$ cat config.mk
export PLATFORM = sky130hd
export DESIGN_NAME = fall_impact_peak_detector_top
export DESIGN_NICKNAME = d
export VERILOG_FILES = /design/src/hw/rtl/fipd_pkg.sv /design/src/hw/rtl/fall_impact_peak_detector_top.sv /design/src/hw/rtl/fipd_energy.sv /design/src/hw/rtl/fipd_isqrt.sv
export SDC_FILE = /design/constraint.sdc
export NUM_CORES = 1
export LEC_CHECK = 0
export ABC_AREA = 1
export ABC_CLOCK_PERIOD_IN_PS = 4500
export BUFFER_PORTS_ARGS = -buffer_cell sky130_fd_sc_hd__buf_2
export CORE_MARGIN = 10
export CORE_UTILIZATION = 50
export CTS_CLUSTER_DIAMETER = 40
export DETAILED_ROUTE_END_ITERATION = 10
export GPL_TIMING_DRIVEN = 0
export PLACE_DENSITY = 0.71
export REMOVE_ABC_BUFFERS = 1
export SLEW_MARGIN = 10
export SYNTH_ARGS = -nofsm -noshare
export SYNTH_HDL_FRONTEND = slang
export SYNTH_HIERARCHICAL = 1
export SYNTH_SLANG_ARGS = --single-unit
$ cat constraint.sdc
create_clock -name clk_i -period 4.5 [get_ports clk_i]
set_input_delay 0.675 -clock clk_i [delete_from_list [all_inputs] [get_ports clk_i]]
set_output_delay 0.675 -clock clk_i [all_outputs]
set_load 0.02 [all_outputs]
$ cat src/hw/rtl/fipd_pkg.sv
// Package of the fall impact peak detector: widths, reset values, register
// indexes and the state types shared by the control and the serial units.
// No dependencies.
package fipd_pkg;

  // Field and datapath widths
  localparam int unsigned AXIS_W   = 16;
  localparam int unsigned ENERGY_W = 26;
  localparam int unsigned ROOT_W   = 16;
  localparam int unsigned CNT_W    = 16;
  localparam int unsigned CFG_IDX_W  = 2;
  localparam int unsigned CFG_DATA_W = 26;

  // Scaling by 98/1000 is done as 49/500 on the magnitude
  localparam int unsigned SCALE_MUL = 49;
  localparam int unsigned DIVISOR   = 500;
  localparam int unsigned DIVD_W    = 21;  // 32768 * 49 fits 21 bits
  localparam int unsigned REM_W     = 9;   // remainder below 500
  localparam int unsigned QUO_W     = 12;  // scaled axis at most 3211
  localparam int unsigned SQ_W      = 25;  // sum of three squares
  localparam int unsigned RAD_W     = 32;  // 100 * peak energy

  // Reset values of registers and timers
  localparam logic [ENERGY_W-1:0] THRESH_RST  = 26'd50;
  localparam logic [CNT_W-1:0]    BLINK_RST   = 16'd50;
  localparam logic [CNT_W-1:0]    TIMEOUT_RST = 16'd10000;

  // Configuration register indexes
  localparam logic [CFG_IDX_W-1:0] CFG_THRESHOLD = 2'd0;
  localparam logic [CFG_IDX_W-1:0] CFG_BLINK     = 2'd1;
  localparam logic [CFG_IDX_W-1:0] CFG_TIMEOUT   = 2'd2;

  // Detector phase, coded as it appears on the mode output
  typedef enum logic [1:0] {
    PH_IDLE    = 2'd0,
    PH_FALLING = 2'd1,
    PH_SHOWING = 2'd2
  } phase_e;

  // Item sequencer in the top level
  typedef enum logic [1:0] {
    CS_IDLE,
    CS_ENERGY,
    CS_ROOT,
    CS_PUSH
  } ctl_state_e;

  // Serial scale-and-square unit
  typedef enum logic [1:0] {
    EN_IDLE,
    EN_DIV,
    EN_SQ
  } en_state_e;

  // Serial square root unit
  typedef enum logic {
    RT_IDLE,
    RT_RUN
  } rt_state_e;

endpackage

$ cat src/hw/rtl/fall_impact_peak_detector_top.sv
// Fall impact peak detector top: phase control, timers, LED and result register.
// A tick, or a poll outside falling, goes from acceptance straight to the result push;
// a falling poll first runs the energy unit on 3 axes, and an impact also the square root.
// One item in work at a time: no new item is accepted until the last is pushed; a result
// waiting unread holds the item in its push state and so holds off the next item.
// Asynchronous active-low reset: phase idle, timers and registers at reset values.
module fall_impact_peak_detector_top
  import fipd_pkg::*;
(
  input  logic                      clk_i,
  input  logic                      rst_ni,
  // configuration writes
  input  logic                      cfg_we_i,
  input  logic [CFG_IDX_W-1:0]      cfg_idx_i,
  input  logic [CFG_DATA_W-1:0]     cfg_data_i,
  // input items
  input  logic                      in_valid_i,
  output logic                      in_ready_o,
  input  logic                      action_i,
  input  logic signed [AXIS_W-1:0]  acc_x_i,
  input  logic signed [AXIS_W-1:0]  acc_y_i,
  input  logic signed [AXIS_W-1:0]  acc_z_i,
  input  logic                      freefall_seen_i,
  input  logic                      button_pressed_i,
  // result items
  output logic                      out_valid_o,
  input  logic                      out_ready_i,
  output logic [1:0]                mode_o,
  output logic                      red_led_o,
  output logic                      fast_clock_o,
  output logic                      impact_o,
  output logic [ROOT_W-1:0]         peak_tenths_o,
  output logic                      display_on_o
);

  // Configuration registers
  logic [ENERGY_W-1:0] thresh_q;
  logic [CNT_W-1:0]    blink_per_q;
  logic [CNT_W-1:0]    timeout_q;

  always_ff @(posedge clk_i or negedge rst_ni) begin
    if (!rst_ni) begin
      thresh_q    <= THRESH_RST;
      blink_per_q <= BLINK_RST;
      timeout_q   <= TIMEOUT_RST;
    end else if (cfg_we_i) begin
      unique case (cfg_idx_i)
        CFG_THRESHOLD: thresh_q    <= cfg_data_i[ENERGY_W-1:0];
        CFG_BLINK:     blink_per_q <= cfg_data_i[CNT_W-1:0];
        CFG_TIMEOUT:   timeout_q   <= cfg_data_i[CNT_W-1:0];
        default: ;
      endcase
    end
  end

  // Detector state
  ctl_state_e          cs_q, cs_d;
  phase_e              phase_q, phase_d;
  logic [ENERGY_W-1:0] prev_q, prev_d;
  logic [ENERGY_W-1:0] peak_q, peak_d;
  logic [ROOT_W-1:0]   root_q, root_d;
  logic [CNT_W-1:0]    blink_q, blink_d;
  logic [CNT_W-1:0]    show_q, show_d;
  logic                led_q, led_d;
  logic                hit_d;

  // Latched item flags
  logic act_q, ff_q, btn_q;

  // Result register
  logic                out_valid_q, out_valid_d;
  logic [1:0]          mode_q;
  logic                led_out_q, fast_q, impact_q, disp_q;
  logic [ROOT_W-1:0]   tenths_q;

  // Serial units
  logic                en_start, en_done;
  logic [ENERGY_W-1:0] en_energy;
  logic                rt_start, rt_done;
  logic [ROOT_W-1:0]   rt_root;
  logic [RAD_W-1:0]    radicand;

  logic in_fire, push_ok, commit;

  fipd_energy u_energy (
    .clk_i    (clk_i),
    .rst_ni   (rst_ni),
    .start_i  (en_start),
    .acc_x_i  (acc_x_i),
    .acc_y_i  (acc_y_i),
    .acc_z_i  (acc_z_i),
    .done_o   (en_done),
    .energy_o (en_energy)
  );

  fipd_isqrt u_isqrt (
    .clk_i      (clk_i),
    .rst_ni     (rst_ni),
    .start_i    (rt_start),
    .radicand_i (radicand),
    .done_o     (rt_done),
    .root_o     (rt_root)
  );

  // Impact test and running peak from the finished energy
  logic [ENERGY_W-1:0] diff_w;
  logic [ENERGY_W-1:0] peak_new;
  logic [RAD_W-1:0]    peak_ext;
  logic                hit_w;

  assign diff_w   = (en_energy >= prev_q) ? (en_energy - prev_q) : (prev_q - en_energy);
  assign hit_w    = (diff_w >= thresh_q) && (prev_q != '0);
  assign peak_new = (en_energy > peak_q) ? en_energy : peak_q;
  assign peak_ext = {{(RAD_W-ENERGY_W){1'b0}}, peak_new};
  assign radicand = (peak_ext << 6) + (peak_ext << 5) + (peak_ext << 2);

  assign in_fire = in_valid_i && in_ready_o;
  assign push_ok = !out_valid_q || out_ready_i;

  // Sequencer next state
  always_comb begin
    cs_d = cs_q;
    unique case (cs_q)
      CS_IDLE: begin
        if (in_fire) begin
          cs_d = (action_i && (phase_q == PH_FALLING)) ? CS_ENERGY : CS_PUSH;
        end
      end
      CS_ENERGY: if (en_done) cs_d = hit_w ? CS_ROOT : CS_PUSH;
      CS_ROOT:   if (rt_done) cs_d = CS_PUSH;
      CS_PUSH:   if (push_ok) cs_d = CS_IDLE;
      default:   cs_d = CS_IDLE;
    endcase
  end

  // Sequencer outputs
  always_comb begin
    in_ready_o = 1'b0;
    en_start   = 1'b0;
    rt_start   = 1'b0;
    commit     = 1'b0;
    unique case (cs_q)
      CS_IDLE: begin
        in_ready_o = 1'b1;
        en_start   = in_valid_i && action_i && (phase_q == PH_FALLING);
      end
      CS_ENERGY: rt_start = en_done && hit_w;
      CS_ROOT:   ;
      CS_PUSH:   commit = push_ok;
      default:   ;
    endcase
  end

  // State update at the end of an item
  always_comb begin
    phase_d = phase_q;
    prev_d  = prev_q;
    peak_d  = peak_q;
    root_d  = root_q;
    blink_d = blink_q;
    show_d  = show_q;
    led_d   = led_q;
    hit_d   = 1'b0;
    if (!act_q) begin
      // millisecond tick
      if (blink_q != '0) blink_d = blink_q - CNT_W'(1);
      if (show_q != '0)  show_d  = show_q - CNT_W'(1);
    end else begin
      case (phase_q)
        PH_FALLING: begin
          if (blink_q == '0) begin
            blink_d = blink_per_q;
            led_d   = !led_q;
          end
          peak_d = peak_new;
          if (hit_w) begin
            show_d  = timeout_q;
            root_d  = rt_root;
            led_d   = 1'b0;
            phase_d = PH_SHOWING;
            hit_d   = 1'b1;
          end
          prev_d = en_energy;
        end
        PH_SHOWING: begin
          if ((show_q == '0) || btn_q) phase_d = PH_IDLE;
        end
        default: begin
          if (ff_q) begin
            prev_d  = '0;
            peak_d  = '0;
            blink_d = blink_per_q;
            phase_d = PH_FALLING;
          end
        end
      endcase
    end
  end

  always_ff @(posedge clk_i or negedge rst_ni) begin
    if (!rst_ni) begin
      cs_q    <= CS_IDLE;
      phase_q <= PH_IDLE;
      prev_q  <= '0;
      peak_q  <= '0;
      root_q  <= '0;
      blink_q <= BLINK_RST;
      show_q  <= TIMEOUT_RST;
      led_q   <= 1'b0;
    end else begin
      cs_q <= cs_d;
      if (commit) begin
        phase_q <= phase_d;
        prev_q  <= prev_d;
        peak_q  <= peak_d;
        root_q  <= root_d;
        blink_q <= blink_d;
        show_q  <= show_d;
        led_q   <= led_d;
      end
    end
  end

  // Item flags, held through the work of the item
  always_ff @(posedge clk_i) begin
    if (in_fire) begin
      act_q <= action_i;
      ff_q  <= freefall_seen_i;
      btn_q <= button_pressed_i;
    end
  end

  // Result register
  always_comb begin
    out_valid_d = out_valid_q;
    if (out_ready_i) out_valid_d = 1'b0;
    if (commit)      out_valid_d = 1'b1;
  end

  always_ff @(posedge clk_i or negedge rst_ni) begin
    if (!rst_ni) begin
      out_valid_q <= 1'b0;
    end else begin
      out_valid_q <= out_valid_d;
    end
  end

  always_ff @(posedge clk_i) begin
    if (commit) begin
      mode_q    <= phase_d;
      led_out_q <= led_d;
      fast_q    <= (phase_d != PH_IDLE);
      impact_q  <= hit_d;
      tenths_q  <= root_d;
      disp_q    <= (phase_d == PH_SHOWING);
    end
  end

  assign out_valid_o   = out_valid_q;
  assign mode_o        = mode_q;
  assign red_led_o     = led_out_q;
  assign fast_clock_o  = fast_q;
  assign impact_o      = impact_q;
  assign peak_tenths_o = tenths_q;
  assign display_on_o  = disp_q;

endmodule

$ cat src/hw/rtl/fipd_energy.sv
// Bit-serial energy unit: scales each axis by 49/500 through a restoring
// divider, one quotient bit a cycle, then squares it by shift and add.
// Depends on fipd_pkg.
module fipd_energy
  import fipd_pkg::*;
(
  input  logic                       clk_i,
  input  logic                       rst_ni,
  input  logic                       start_i,
  input  logic signed [AXIS_W-1:0]   acc_x_i,
  input  logic signed [AXIS_W-1:0]   acc_y_i,
  input  logic signed [AXIS_W-1:0]   acc_z_i,
  output logic                       done_o,
  output logic [ENERGY_W-1:0]        energy_o
);

  localparam logic [4:0] DIV_LAST = 5'(DIVD_W - 1);
  localparam logic [4:0] SQ_LAST  = 5'(QUO_W - 1);
  localparam logic [REM_W:0] DIV_K = (REM_W + 1)'(DIVISOR);

  // |s| * 49 as the dividend of the divide by 500
  function automatic logic [DIVD_W-1:0] dividend(logic signed [AXIS_W-1:0] s);
    logic [AXIS_W:0]   ext;
    logic [AXIS_W:0]   mag;
    logic [DIVD_W-1:0] m;
    ext = {s[AXIS_W-1], s};
    mag = s[AXIS_W-1] ? (~ext + {{AXIS_W{1'b0}}, 1'b1}) : ext;
    m   = {{(DIVD_W-AXIS_W-1){1'b0}}, mag};
    return (m << 5) + (m << 4) + m;
  endfunction

  en_state_e                 state_q, state_d;
  logic [4:0]                cnt_q, cnt_d;
  logic [1:0]                axis_q, axis_d;
  logic signed [AXIS_W-1:0]  ay_q, ay_d, az_q, az_d;
  logic [DIVD_W-1:0]         div_q, div_d;
  logic [REM_W-1:0]          rem_q, rem_d;
  logic [QUO_W-1:0]          mul_q, mul_d;
  logic [2*QUO_W-1:0]        mcand_q, mcand_d;
  logic [SQ_W-1:0]           acc_q, acc_d;
  logic                      done_q, done_d;

  // Divider and multiplier steps
  logic [REM_W:0]            trial;
  logic                      ge;
  logic [REM_W:0]            rem_sub;
  logic [DIVD_W-1:0]         div_step;
  logic [SQ_W-1:0]           acc_step;

  assign trial    = {rem_q, div_q[DIVD_W-1]};
  assign ge       = (trial >= DIV_K);
  assign rem_sub  = ge ? (trial - DIV_K) : trial;
  assign div_step = {div_q[DIVD_W-2:0], ge};
  assign acc_step = acc_q + (mul_q[0] ? {{(SQ_W-2*QUO_W){1'b0}}, mcand_q} : '0);

  // Next state
  always_comb begin
    state_d = state_q;
    unique case (state_q)
      EN_IDLE: if (start_i) state_d = EN_DIV;
      EN_DIV:  if (cnt_q == DIV_LAST) state_d = EN_SQ;
      EN_SQ: begin
        if (cnt_q == SQ_LAST) begin
          state_d = (axis_q == 2'd2) ? EN_IDLE : EN_DIV;
        end
      end
      default: state_d = EN_IDLE;
    endcase
  end

  // Datapath control
  always_comb begin
    cnt_d   = cnt_q;
    axis_d  = axis_q;
    ay_d    = ay_q;
    az_d    = az_q;
    div_d   = div_q;
    rem_d   = rem_q;
    mul_d   = mul_q;
    mcand_d = mcand_q;
    acc_d   = acc_q;
    done_d  = 1'b0;
    unique case (state_q)
      EN_IDLE: begin
        if (start_i) begin
          div_d  = dividend(acc_x_i);
          ay_d   = acc_y_i;
          az_d   = acc_z_i;
          rem_d  = '0;
          acc_d  = '0;
          cnt_d  = '0;
          axis_d = '0;
        end
      end
      EN_DIV: begin
        div_d = div_step;
        rem_d = rem_sub[REM_W-1:0];
        cnt_d = cnt_q + 5'd1;
        if (cnt_q == DIV_LAST) begin
          mul_d   = div_step[QUO_W-1:0];
          mcand_d = {{QUO_W{1'b0}}, div_step[QUO_W-1:0]};
          cnt_d   = '0;
        end
      end
      EN_SQ: begin
        acc_d   = acc_step;
        mul_d   = mul_q >> 1;
        mcand_d = mcand_q << 1;
        cnt_d   = cnt_q + 5'd1;
        if (cnt_q == SQ_LAST) begin
          cnt_d = '0;
          if (axis_q == 2'd2) begin
            done_d = 1'b1;
          end else begin
            // bring the next axis in
            div_d  = dividend(ay_q);
            ay_d   = az_q;
            rem_d  = '0;
            axis_d = axis_q + 2'd1;
          end
        end
      end
      default: ;
    endcase
  end

  always_ff @(posedge clk_i or negedge rst_ni) begin
    if (!rst_ni) begin
      state_q <= EN_IDLE;
      cnt_q   <= '0;
      axis_q  <= '0;
      done_q  <= 1'b0;
    end else begin
      state_q <= state_d;
      cnt_q   <= cnt_d;
      axis_q  <= axis_d;
      done_q  <= done_d;
    end
  end

  always_ff @(posedge clk_i) begin
    ay_q    <= ay_d;
    az_q    <= az_d;
    div_q   <= div_d;
    rem_q   <= rem_d;
    mul_q   <= mul_d;
    mcand_q <= mcand_d;
    acc_q   <= acc_d;
  end

  assign done_o   = done_q;
  assign energy_o = {{(ENERGY_W-SQ_W){1'b0}}, acc_q};

endmodule

$ cat src/hw/rtl/fipd_isqrt.sv
// Serial integer square root, two radicand bits a cycle.
// Depends on fipd_pkg.
module fipd_isqrt
  import fipd_pkg::*;
(
  input  logic               clk_i,
  input  logic               rst_ni,
  input  logic               start_i,
  input  logic [RAD_W-1:0]   radicand_i,
  output logic               done_o,
  output logic [ROOT_W-1:0]  root_o
);

  localparam int unsigned RW = ROOT_W + 2;  // partial remainder width
  localparam logic [3:0]  LAST = 4'(ROOT_W - 1);

  rt_state_e            state_q, state_d;
  logic [3:0]           cnt_q, cnt_d;
  logic [RAD_W-1:0]     v_q, v_d;
  logic [RW-1:0]        rem_q, rem_d;
  logic [ROOT_W-1:0]    root_q, root_d;
  logic                 done_q, done_d;

  logic [RW+1:0]        part;
  logic [RW+1:0]        trial;
  logic                 ge;
  logic [RW+1:0]        diff;

  assign part  = {rem_q, v_q[RAD_W-1 -: 2]};
  assign trial = {2'b00, root_q, 2'b01};
  assign ge    = (part >= trial);
  assign diff  = ge ? (part - trial) : part;

  // Next state
  always_comb begin
    state_d = state_q;
    unique case (state_q)
      RT_IDLE: if (start_i) state_d = RT_RUN;
      RT_RUN:  if (cnt_q == LAST) state_d = RT_IDLE;
      default: state_d = RT_IDLE;
    endcase
  end

  // Digit recurrence
  always_comb begin
    cnt_d  = cnt_q;
    v_d    = v_q;
    rem_d  = rem_q;
    root_d = root_q;
    done_d = 1'b0;
    unique case (state_q)
      RT_IDLE: begin
        if (start_i) begin
          v_d    = radicand_i;
          rem_d  = '0;
          root_d = '0;
          cnt_d  = '0;
        end
      end
      RT_RUN: begin
        v_d    = v_q << 2;
        rem_d  = diff[RW-1:0];
        root_d = {root_q[ROOT_W-2:0], ge};
        cnt_d  = cnt_q + 4'd1;
        done_d = (cnt_q == LAST);
      end
      default: ;
    endcase
  end

  always_ff @(posedge clk_i or negedge rst_ni) begin
    if (!rst_ni) begin
      state_q <= RT_IDLE;
      cnt_q   <= '0;
      done_q  <= 1'b0;
    end else begin
      state_q <= state_d;
      cnt_q   <= cnt_d;
      done_q  <= done_d;
    end
  end

  always_ff @(posedge clk_i) begin
    v_q    <= v_d;
    rem_q  <= rem_d;
    root_q <= root_d;
  end

  assign done_o = done_q;
  assign root_o = root_q;

endmodule
==> results.py, run 1 <==
metrics = {
    "outcome": {
        "outcome": "finished, violations left",
        "violations": "setup timing",
    },
    "power_and_ir_drop": {
        "switchingPower_mw": 10.1,
        "internal_power_mw": 13.6,
        "combPwrFrac_pct": 55.0,
        "ir_drop_mv": 0.558,
        "swShare_pct": 42.6,
        "clockPowerShare_pct": 23.2,
        "powerDensity_nw_per_um2": 660,
        "seqPwrFrac_pct": 21.7,
        "power.leakage_nw": 18.0,
    },
    "grt": {
        "grt_remaining_overflow": 0,
        "antenna_found_initial": 0,
        "grt_pass1_wl_um": 127000,
        "grt.total_usage_pct": 21.7,
        "grt_pass1_vias": 25784,
        "grt_max_degree": 99,
    },
    "timing": {
        "report.final.slew_viol_count": 0,
        "tightest_slew_ps": 1030,
        "fin_ws_ps": -191,
        "skew_ps": 39.5,
        "hold_viol_final": 0,
        "fin_crit_sh_pct": 104,
        "slew_headroom_pct": 31.0,
        "finalCriticalPeriod_ps": 4690,
        "tns_ps": -1700,
        "finalSetupViolations": 52,
        "grt_setup_unrepaired": "yes",
        "fmax_ghz": 0.213,
    },
    "die": {
        "ios": 108,
        "start_util_pct": 50.8,
        "die_y_um": 266,
        "num_rows": 89,
        "die_x_um": 266,
        "die_area_um2": 70600,
        "core_area_um2": 59400,
    },
    "synthesis": {
        "ys_types": 68,
        "netlist_instances": 4071,
        "synth_top_flop_cell": "edfxtp_1",
        "yosys.area.top_type_share_pct": 21.3,
        "async_flop_share_pct": 45.7,
        "yosysWarningCount": 6,
        "synth_compound_area_share_pct": 11.5,
        "synth_mux_area_share_pct": 0.0332,
        "ys_seq_area_share_pct": 36.3,
        "synth_top_family_by_area": "simple AND/OR/NAND/NOR gates",
        "synthTopCellsByArea": "edfxtp_1 21%, nand2_1 15%, dfrtp_1 13%",
        "synth_edf_count": 214,
        "synth-seq-cells": 394,
        "synthSimpleGateAreaFrac_pct": 25.6,
        "synth_top_cell_by_area": "edfxtp_1",
        "synth_area_um2": 30200,
        "avgSynthCellArea_um2": 7.41,
        "synth-xor-area-share_pct": 3.45,
        "synthAdderAreaFrac_pct": 12.9,
    },
    "routing": {
        "firstDrtPassIters": 6,
        "wl_um": 80300,
        "initialDrtViolationCount": 2034,
        "wire_per_inst_um": 15.8,
        "drcViolationCount": 0,
        "vias": 27060,
        "final_antenna_net_count": 0,
        "drt-vias-per-instance": 5.31,
    },
    "setup_path": {
        "crit_start": "u_energy/acc_q[4]",
        "critical_path_required_ps": 4970,
        "ff2ff_path_depth": 26,
        "critPathMaxStageDelay_ps": 540,
        "cp.arrival_ps": 5160,
        "critPathCaptureType": "register",
        "critPathMaxFanout": 7,
        "crit_path_end": "u_isqrt/v_q[30]",
        "critPathKind": "reg2reg",
        "reg2reg_from": "u_energy/acc_q[4]",
        "startpoint_type": "register",
        "r2r-end": "u_isqrt/v_q[30]",
        "reg2reg_slack_ps": -190,
        "crit_top_cell": "nand2_1",
        "critPathSlowestCell": "fa_1",
    },
    "clock_network": {
        "worstSkewPairLatency_ps": 610,
        "cts-htree-levels": 3,
        "postCtsHoldBufs": 0,
        "cts.clk_slew.worst_paths_ps": 60,
        "cts_root_buf": "clkbuf_16",
        "numCtsBuffers": 70,
        "cts_buffer_depth": 3,
        "cts_tree": "done",
        "clkSinkCount": 394,
    },
    "finish": {
        "layout-drive-gt1-share_pct": 14.3,
        "syn2layout_area_growth_pct": 18.8,
        "fin_nets": 4629,
        "fin_util_pct": 60.4,
        "fillers": 5186,
        "num_antenna_cells": 0,
    },
    "place": {
        "gp_congestion": 0.964,
        "hpwl_um": 55900,
        "numPortBuffers": 107,
    },
    "run": {
        "cap_violations": 0,
    },
    "min_path": {
        "hold_path_class": "in2async",
    },
}
critical path: cells and delay by family (launching register included):
family	cells	cell delay [ps]
buffers and inverters	1	210
AOI/OAI and AO/OA	3	510
and+or+nand+nor	18	1840
adders and majority gates	3	1280
xor gates and xnor gates	1	160
DFF	1	510
through the flow:
| step | hold WS (ps) | setup slack [ps] | power, mW | cell area, µm² | instances |
|---|---|---|---|---|---|
| 2_1_floorplan | 379 | -1770 | 13.0 | 29700 | 3976 |
| 3_3_place_gp | 461 | -5420 | 15.1 | 31200 | 4856 |
| 3_5_place_dp | 465 | -1590 | 15.3 | 31500 | 4865 |
| 4_1_cts | 131 | -76.4 | 21.8 | 34800 | 5046 |
| 5_1_grt | 157 | -360 | 25.4 | 35800 | 5093 |
| 6_report | 110 | -191 | 23.7 | 35800 | 5093 |
how the worst min path moves through the flow:
stage	start	end	slack (ps)	depth (start not counted)
finish	rst_ni	timeout_q[1]	110	1
global route	rst_ni	timeout_q[0]	160	1
CTS	rst_ni	timeout_q[6]	130	1
detailed placement	peak_q[12]	peak_q[12]	460	2
global placement	peak_q[19]	peak_q[19]	460	2
floorplan	rst_ni	blink_per_q[0]	380	0
cells in the final DEF, fill, tap and decap left out, types with 31 or more instances in the layout:
cell / synthesis / layout
a21oi_1: 248 / 224
buf_2: 23 / 106
buf_4: 8 / 73
clkbuf_16: 0 / 73
dfrtp_1: 161 / 160
edfxtp_1: 214 / 214
fa_1: 46 / 44
ha_1: 237 / 196
inv_1: 666 / 661
nand2_1: 1173 / 1145
nand2_2: 16 / 37
nand3_1: 189 / 179
nand4_1: 41 / 41
nor2_1: 329 / 302
nor3_1: 31 / 31
o21ai_0: 221 / 195
o21ai_1: 40 / 54
xor2_1: 88 / 88
cell families after synthesis:
family | Yosys count
fa+ha+maj | 283
other cells | 2
simple gates | 1863
compound gates | 633
xor+xnor | 112
flops | 394
mux | 1
buf+inv | 783
Yosys cell counts, types with 31 or more instances:
cell type / number
a21oi_1: 248
clkbuf_1: 57
dfrtp_1: 161
edfxtp_1: 214
fa_1: 46
ha_1: 237
inv_1: 666
nand2_1: 1173
nand3_1: 189
nand4_1: 41
nor2_1: 329
nor3_1: 31
o21ai_0: 221
o21ai_1: 40
xor2_1: 88
repair_timing:
item / 4_1_cts / 5_1_grt
cloned: 11 / 5
setup endpoints to repair: 180 / 147
resized for setup: 116 / 162
setup buffers: 40 / 42
pin swaps: 16 / 67
layer usage:
| layer | vias to the layer above | track usage (%) | wire (µm) |
|---|---|---|---|
| met4 | 0 | 8.35 | 2890 |
| met1 | 12512 | 26.4 | 33700 |
| li1 | 13515 | - | - |
| met2 | 817 | 37.6 | 39000 |
| met5 | - | 0 | 0 |
| met3 | 216 | 3.95 | 4760 |
registers in the layout, indices dropped and copies added, names as in the netlist, 4 cells and up:
name and flops:
u_isqrt/v_q 32, peak_q 26, prev_q 26, thresh_q 26, u_energy/acc_q 25, u_energy/mcand_q 24, u_energy/div_q 21, u_isqrt/rem_q 18
blink_per_q 16, blink_q 16, peak_tenths_o 16, root_q 16, show_q 16, timeout_q 16, u_energy/ay_q 16, u_energy/az_q 16
u_isqrt/root_o 16, u_energy/mul_q 12, u_energy/rem_q 9, u_energy/cnt_q 5, u_isqrt/cnt_q 4
power by group through the flow:
stage	Sequential (mW)	Clock, mW	Combinational (mW)
final	5.15	5.49	13.0
after detailed placement	5.19	0	10.2
after CTS	5.13	5.58	11.1
after floorplan	5.25	0	7.71
after global placement	5.18	0	9.95
after global routing	5.21	5.76	14.4
layout make-up:
| cell class | count | area [µm²] | share of cell area, % |
|---|---|---|---|
| timing repair inverter | 5 | 56.3 | 0.157 |
| sequential | 394 | 11000 | 30.6 |
| clock buffer | 84 | 1920 | 5.35 |
| timing repair buffer | 199 | 1430 | 4.00 |
| tap | 773 | 967 | 2.70 |
| clock inverter | 46 | 524 | 1.46 |
| inverter | 685 | 2620 | 7.30 |
| multi-input combinational | 2907 | 17400 | 48.5 |
Power figures use the tool's default switching activity.
==> run 2, diff against run 1 <==
--- a/config.mk
+++ b/config.mk
@@ -5,7 +5,7 @@
 export SDC_FILE = /design/constraint.sdc
 export NUM_CORES = 1
 export LEC_CHECK = 0
-export ABC_AREA = 1
+export ABC_AREA = 0
 export ABC_CLOCK_PERIOD_IN_PS = 4500
 export BUFFER_PORTS_ARGS = -buffer_cell sky130_fd_sc_hd__buf_2
 export CORE_MARGIN = 10
==> results.py, run 2 <==
metrics = {
    "outcome": {
        "outcome": "finished, violations left",
        "violations": "setup timing",
    },
    "synthesis": {
        "synth_edf_count": 214,
        "netlist_instances": 2862,
        "synthTopCellsByArea": "edfxtp_1 23%, dfrtp_1 14%, ha_1 11%",
        "yosysWarningCount": 6,
        "synth_area_um2": 28000,
        "synth_top_flop_cell": "edfxtp_1",
        "synth-seq-cells": 394,
        "avgSynthCellArea_um2": 9.79,
        "async_flop_share_pct": 45.7,
        "yosys.area.top_type_share_pct": 22.9,
        "ys_types": 105,
        "synth_top_cell_by_area": "edfxtp_1",
        "ys_seq_area_share_pct": 39.1,
        "synth_most_common_cell": "nand2_1",
        "synth_commonest_cells": "282 x nand2_1, 247 x inv_1, 237 x ha_1",
    },
    "routing": {
        "initialDrtViolationCount": 1369,
        "drcViolationCount": 0,
        "drt-vias-per-instance": 5.86,
        "final_antenna_net_count": 0,
        "wire_per_inst_um": 18.9,
        "firstDrtPassIters": 6,
        "wl_um": 73800,
        "vias": 22828,
    },
    "finish": {
        "fin_util_pct": 62.4,
        "num_antenna_cells": 0,
        "layout-drive-gt1-share_pct": 23.2,
        "largest_register_ffs": 32,
        "layout_commonest_cell": "nand2_1",
        "fin_nets": 3456,
        "final_cell_mix": "276 x nand2_1, 239 x inv_1, 214 x edfxtp_1, 203 x ha_1, 160 x dfrtp_1",
        "fillers": 4423,
        "syn2layout_area_growth_pct": 23.2,
        "top_register": "u_isqrt/v_q",
    },
    "timing": {
        "report.final.slew_viol_count": 0,
        "hold_viol_final": 0,
        "tightest_slew_ps": 1230,
        "slew_headroom_pct": 18.2,
        "finalCriticalPeriod_ps": 5680,
        "grt_setup_unrepaired": "yes",
        "skew_ps": 24.9,
        "tns_ps": -144320,
        "finalSetupViolations": 152,
        "fin_ws_ps": -1180,
        "fmax_ghz": 0.176,
        "fin_crit_sh_pct": 126,
    },
    "die": {
        "die_x_um": 257,
        "num_rows": 86,
        "ios": 108,
        "die_area_um2": 65900,
        "start_util_pct": 50.7,
        "core_area_um2": 55300,
        "die_y_um": 257,
    },
    "setup_path": {
        "critPathMaxFanout": 5,
        "reg2reg_from": "u_energy/acc_q[0]",
        "critPathCaptureType": "register",
        "cp.arrival_ps": 6050,
        "startpoint_type": "register",
        "critPathKind": "reg2reg",
        "ff2ff_path_depth": 28,
        "crit_top_cell": "o21a_1",
        "critical_path_required_ps": 4870,
        "path_buf_inv": 6,
        "r2r-end": "u_isqrt/v_q[31]",
        "critPathSlowestCell": "or4b_4",
        "critPathMaxStageDelay_ps": 520,
        "cpLargestDelayFamily": "compound AO/OA/AOI/OAI gates",
        "reg2reg_slack_ps": -1180,
    },
    "min_path": {
        "hold_start": "acc_z_i[1]",
        "hold_end": "u_energy/az_q[1]",
        "holdPathStages": 1,
        "hold_path_class": "in2reg",
    },
    "clock_network": {
        "cts.clk_slew.worst_paths_ps": 60,
        "cts_buffer_depth": 3,
        "numCtsBuffers": 72,
        "cts_root_buf": "clkbuf_16",
        "clkSinkCount": 394,
        "worstSkewPairLatency_ps": 620,
        "cts-htree-levels": 3,
        "cts_tree": "done",
    },
    "power_and_ir_drop": {
        "power.leakage_nw": 14.9,
        "totalPowerFinal_mw": 28.4,
        "ir_drop_mv": 0.450,
        "clockPowerShare_pct": 20.2,
        "combPwrFrac_pct": 58.9,
        "seqPwrFrac_pct": 20.9,
        "switchingPower_mw": 11.8,
        "powerDensity_nw_per_um2": 822,
        "internal_power_mw": 16.6,
        "swShare_pct": 41.5,
    },
    "grt": {
        "antenna_found_initial": 0,
        "grt.total_usage_pct": 21.7,
        "grt_max_degree": 76,
        "grt_pass1_wl_um": 119000,
        "grt_remaining_overflow": 0,
        "grt_pass1_vias": 23383,
    },
    "place": {
        "gp_congestion": 0.892,
        "hpwl_um": 49700,
        "numPortBuffers": 107,
    },
    "run": {
        "cap_violations": 0,
    },
}
## run 2: worst max path at each step
| stage | slack, ps | start | depth (start not counted) | end |
|---|---|---|---|---|
| after floorplan | -2260 | u_energy/acc_q[15] | 20 | show_q[13] |
| after global placement | -5260 | u_energy/acc_q[22] | 18 | show_q[14] |
| after detailed placement | -2630 | u_energy/acc_q[15] | 20 | u_isqrt/v_q[2] |
| after CTS | -980 | u_energy/acc_q[0] | 27 | show_q[6] |
| after global routing | -1350 | u_energy/acc_q[22] | 24 | u_isqrt/v_q[31] |
| final | -1180 | u_energy/acc_q[0] | 28 | u_isqrt/v_q[31] |
## run 2: power by group through the flow
| stage | Clock, mW | Combinational (mW) | Sequential [mW] |
|---|---|---|---|
| after detailed placement | 0 | 12.9 | 5.99 |
| after CTS | 5.84 | 15.6 | 5.91 |
| after global routing | 6.03 | 18.3 | 6.04 |
| after global placement | 0 | 12.4 | 5.96 |
| final | 5.74 | 16.7 | 5.94 |
| after floorplan | 0 | 9.79 | 5.89 |
## run 2: cell families (layout without fill, tap and decap cells)
group / count (synthesis) / count (layout) / share of synthesized area, %
mux: 137 / 137 / 5.39
buf+inv: 362 / 640 / 5.22
xor+xnor: 136 / 136 / 4.25
compound gates: 734 / 735 / 17.8
simple gates: 814 / 818 / 14.4
flops: 394 / 394 / 39.1
fa+ha+maj: 283 / 283 / 13.9
other cells: 2 / 5 / 0.0268
## run 2: stage by stage
stage / cell area, µm² / std cells / hold WS (ps) / worst slack [ps]
after floorplan: 27500 / 2753 / 379 / -2260
after global placement: 29000 / 3608 / 454 / -5260
after detailed placement: 29400 / 3627 / 463 / -2630
after CTS: 34000 / 3877 / 195 / -982
after global routing: 34500 / 3896 / 193 / -1350
final: 34500 / 3896 / 223 / -1180
## run 2: repair_timing
action | in CTS | in global routing
hold buffers | 1 | 0
pin swaps | 93 | 26
setup endpoints to repair | 173 | 173
cloned | 10 | 0
setup buffers | 106 | 19
hold endpoints to repair | 11 | 0
resized for setup | 232 | 64
## run 2: layout make-up
type | count | area [µm²] | share of cell area (%)
timing repair buffer | 255 | 2040 | 5.91
multi-input combinational | 2114 | 17000 | 49.3
clock buffer | 76 | 1830 | 5.29
timing repair inverter | 2 | 25.0 | 0.0725
tap | 748 | 936 | 2.71
clock inverter | 57 | 754 | 2.19
sequential | 394 | 11000 | 31.7
inverter | 250 | 965 | 2.79
## run 2: layer usage
layer / wire (µm) / global-route usage [%]
met5: 0 / 0
met4: 3730 / 11.2
met3: 3580 / 4.14
met2: 37000 / 38.2
met1: 29500 / 24.8
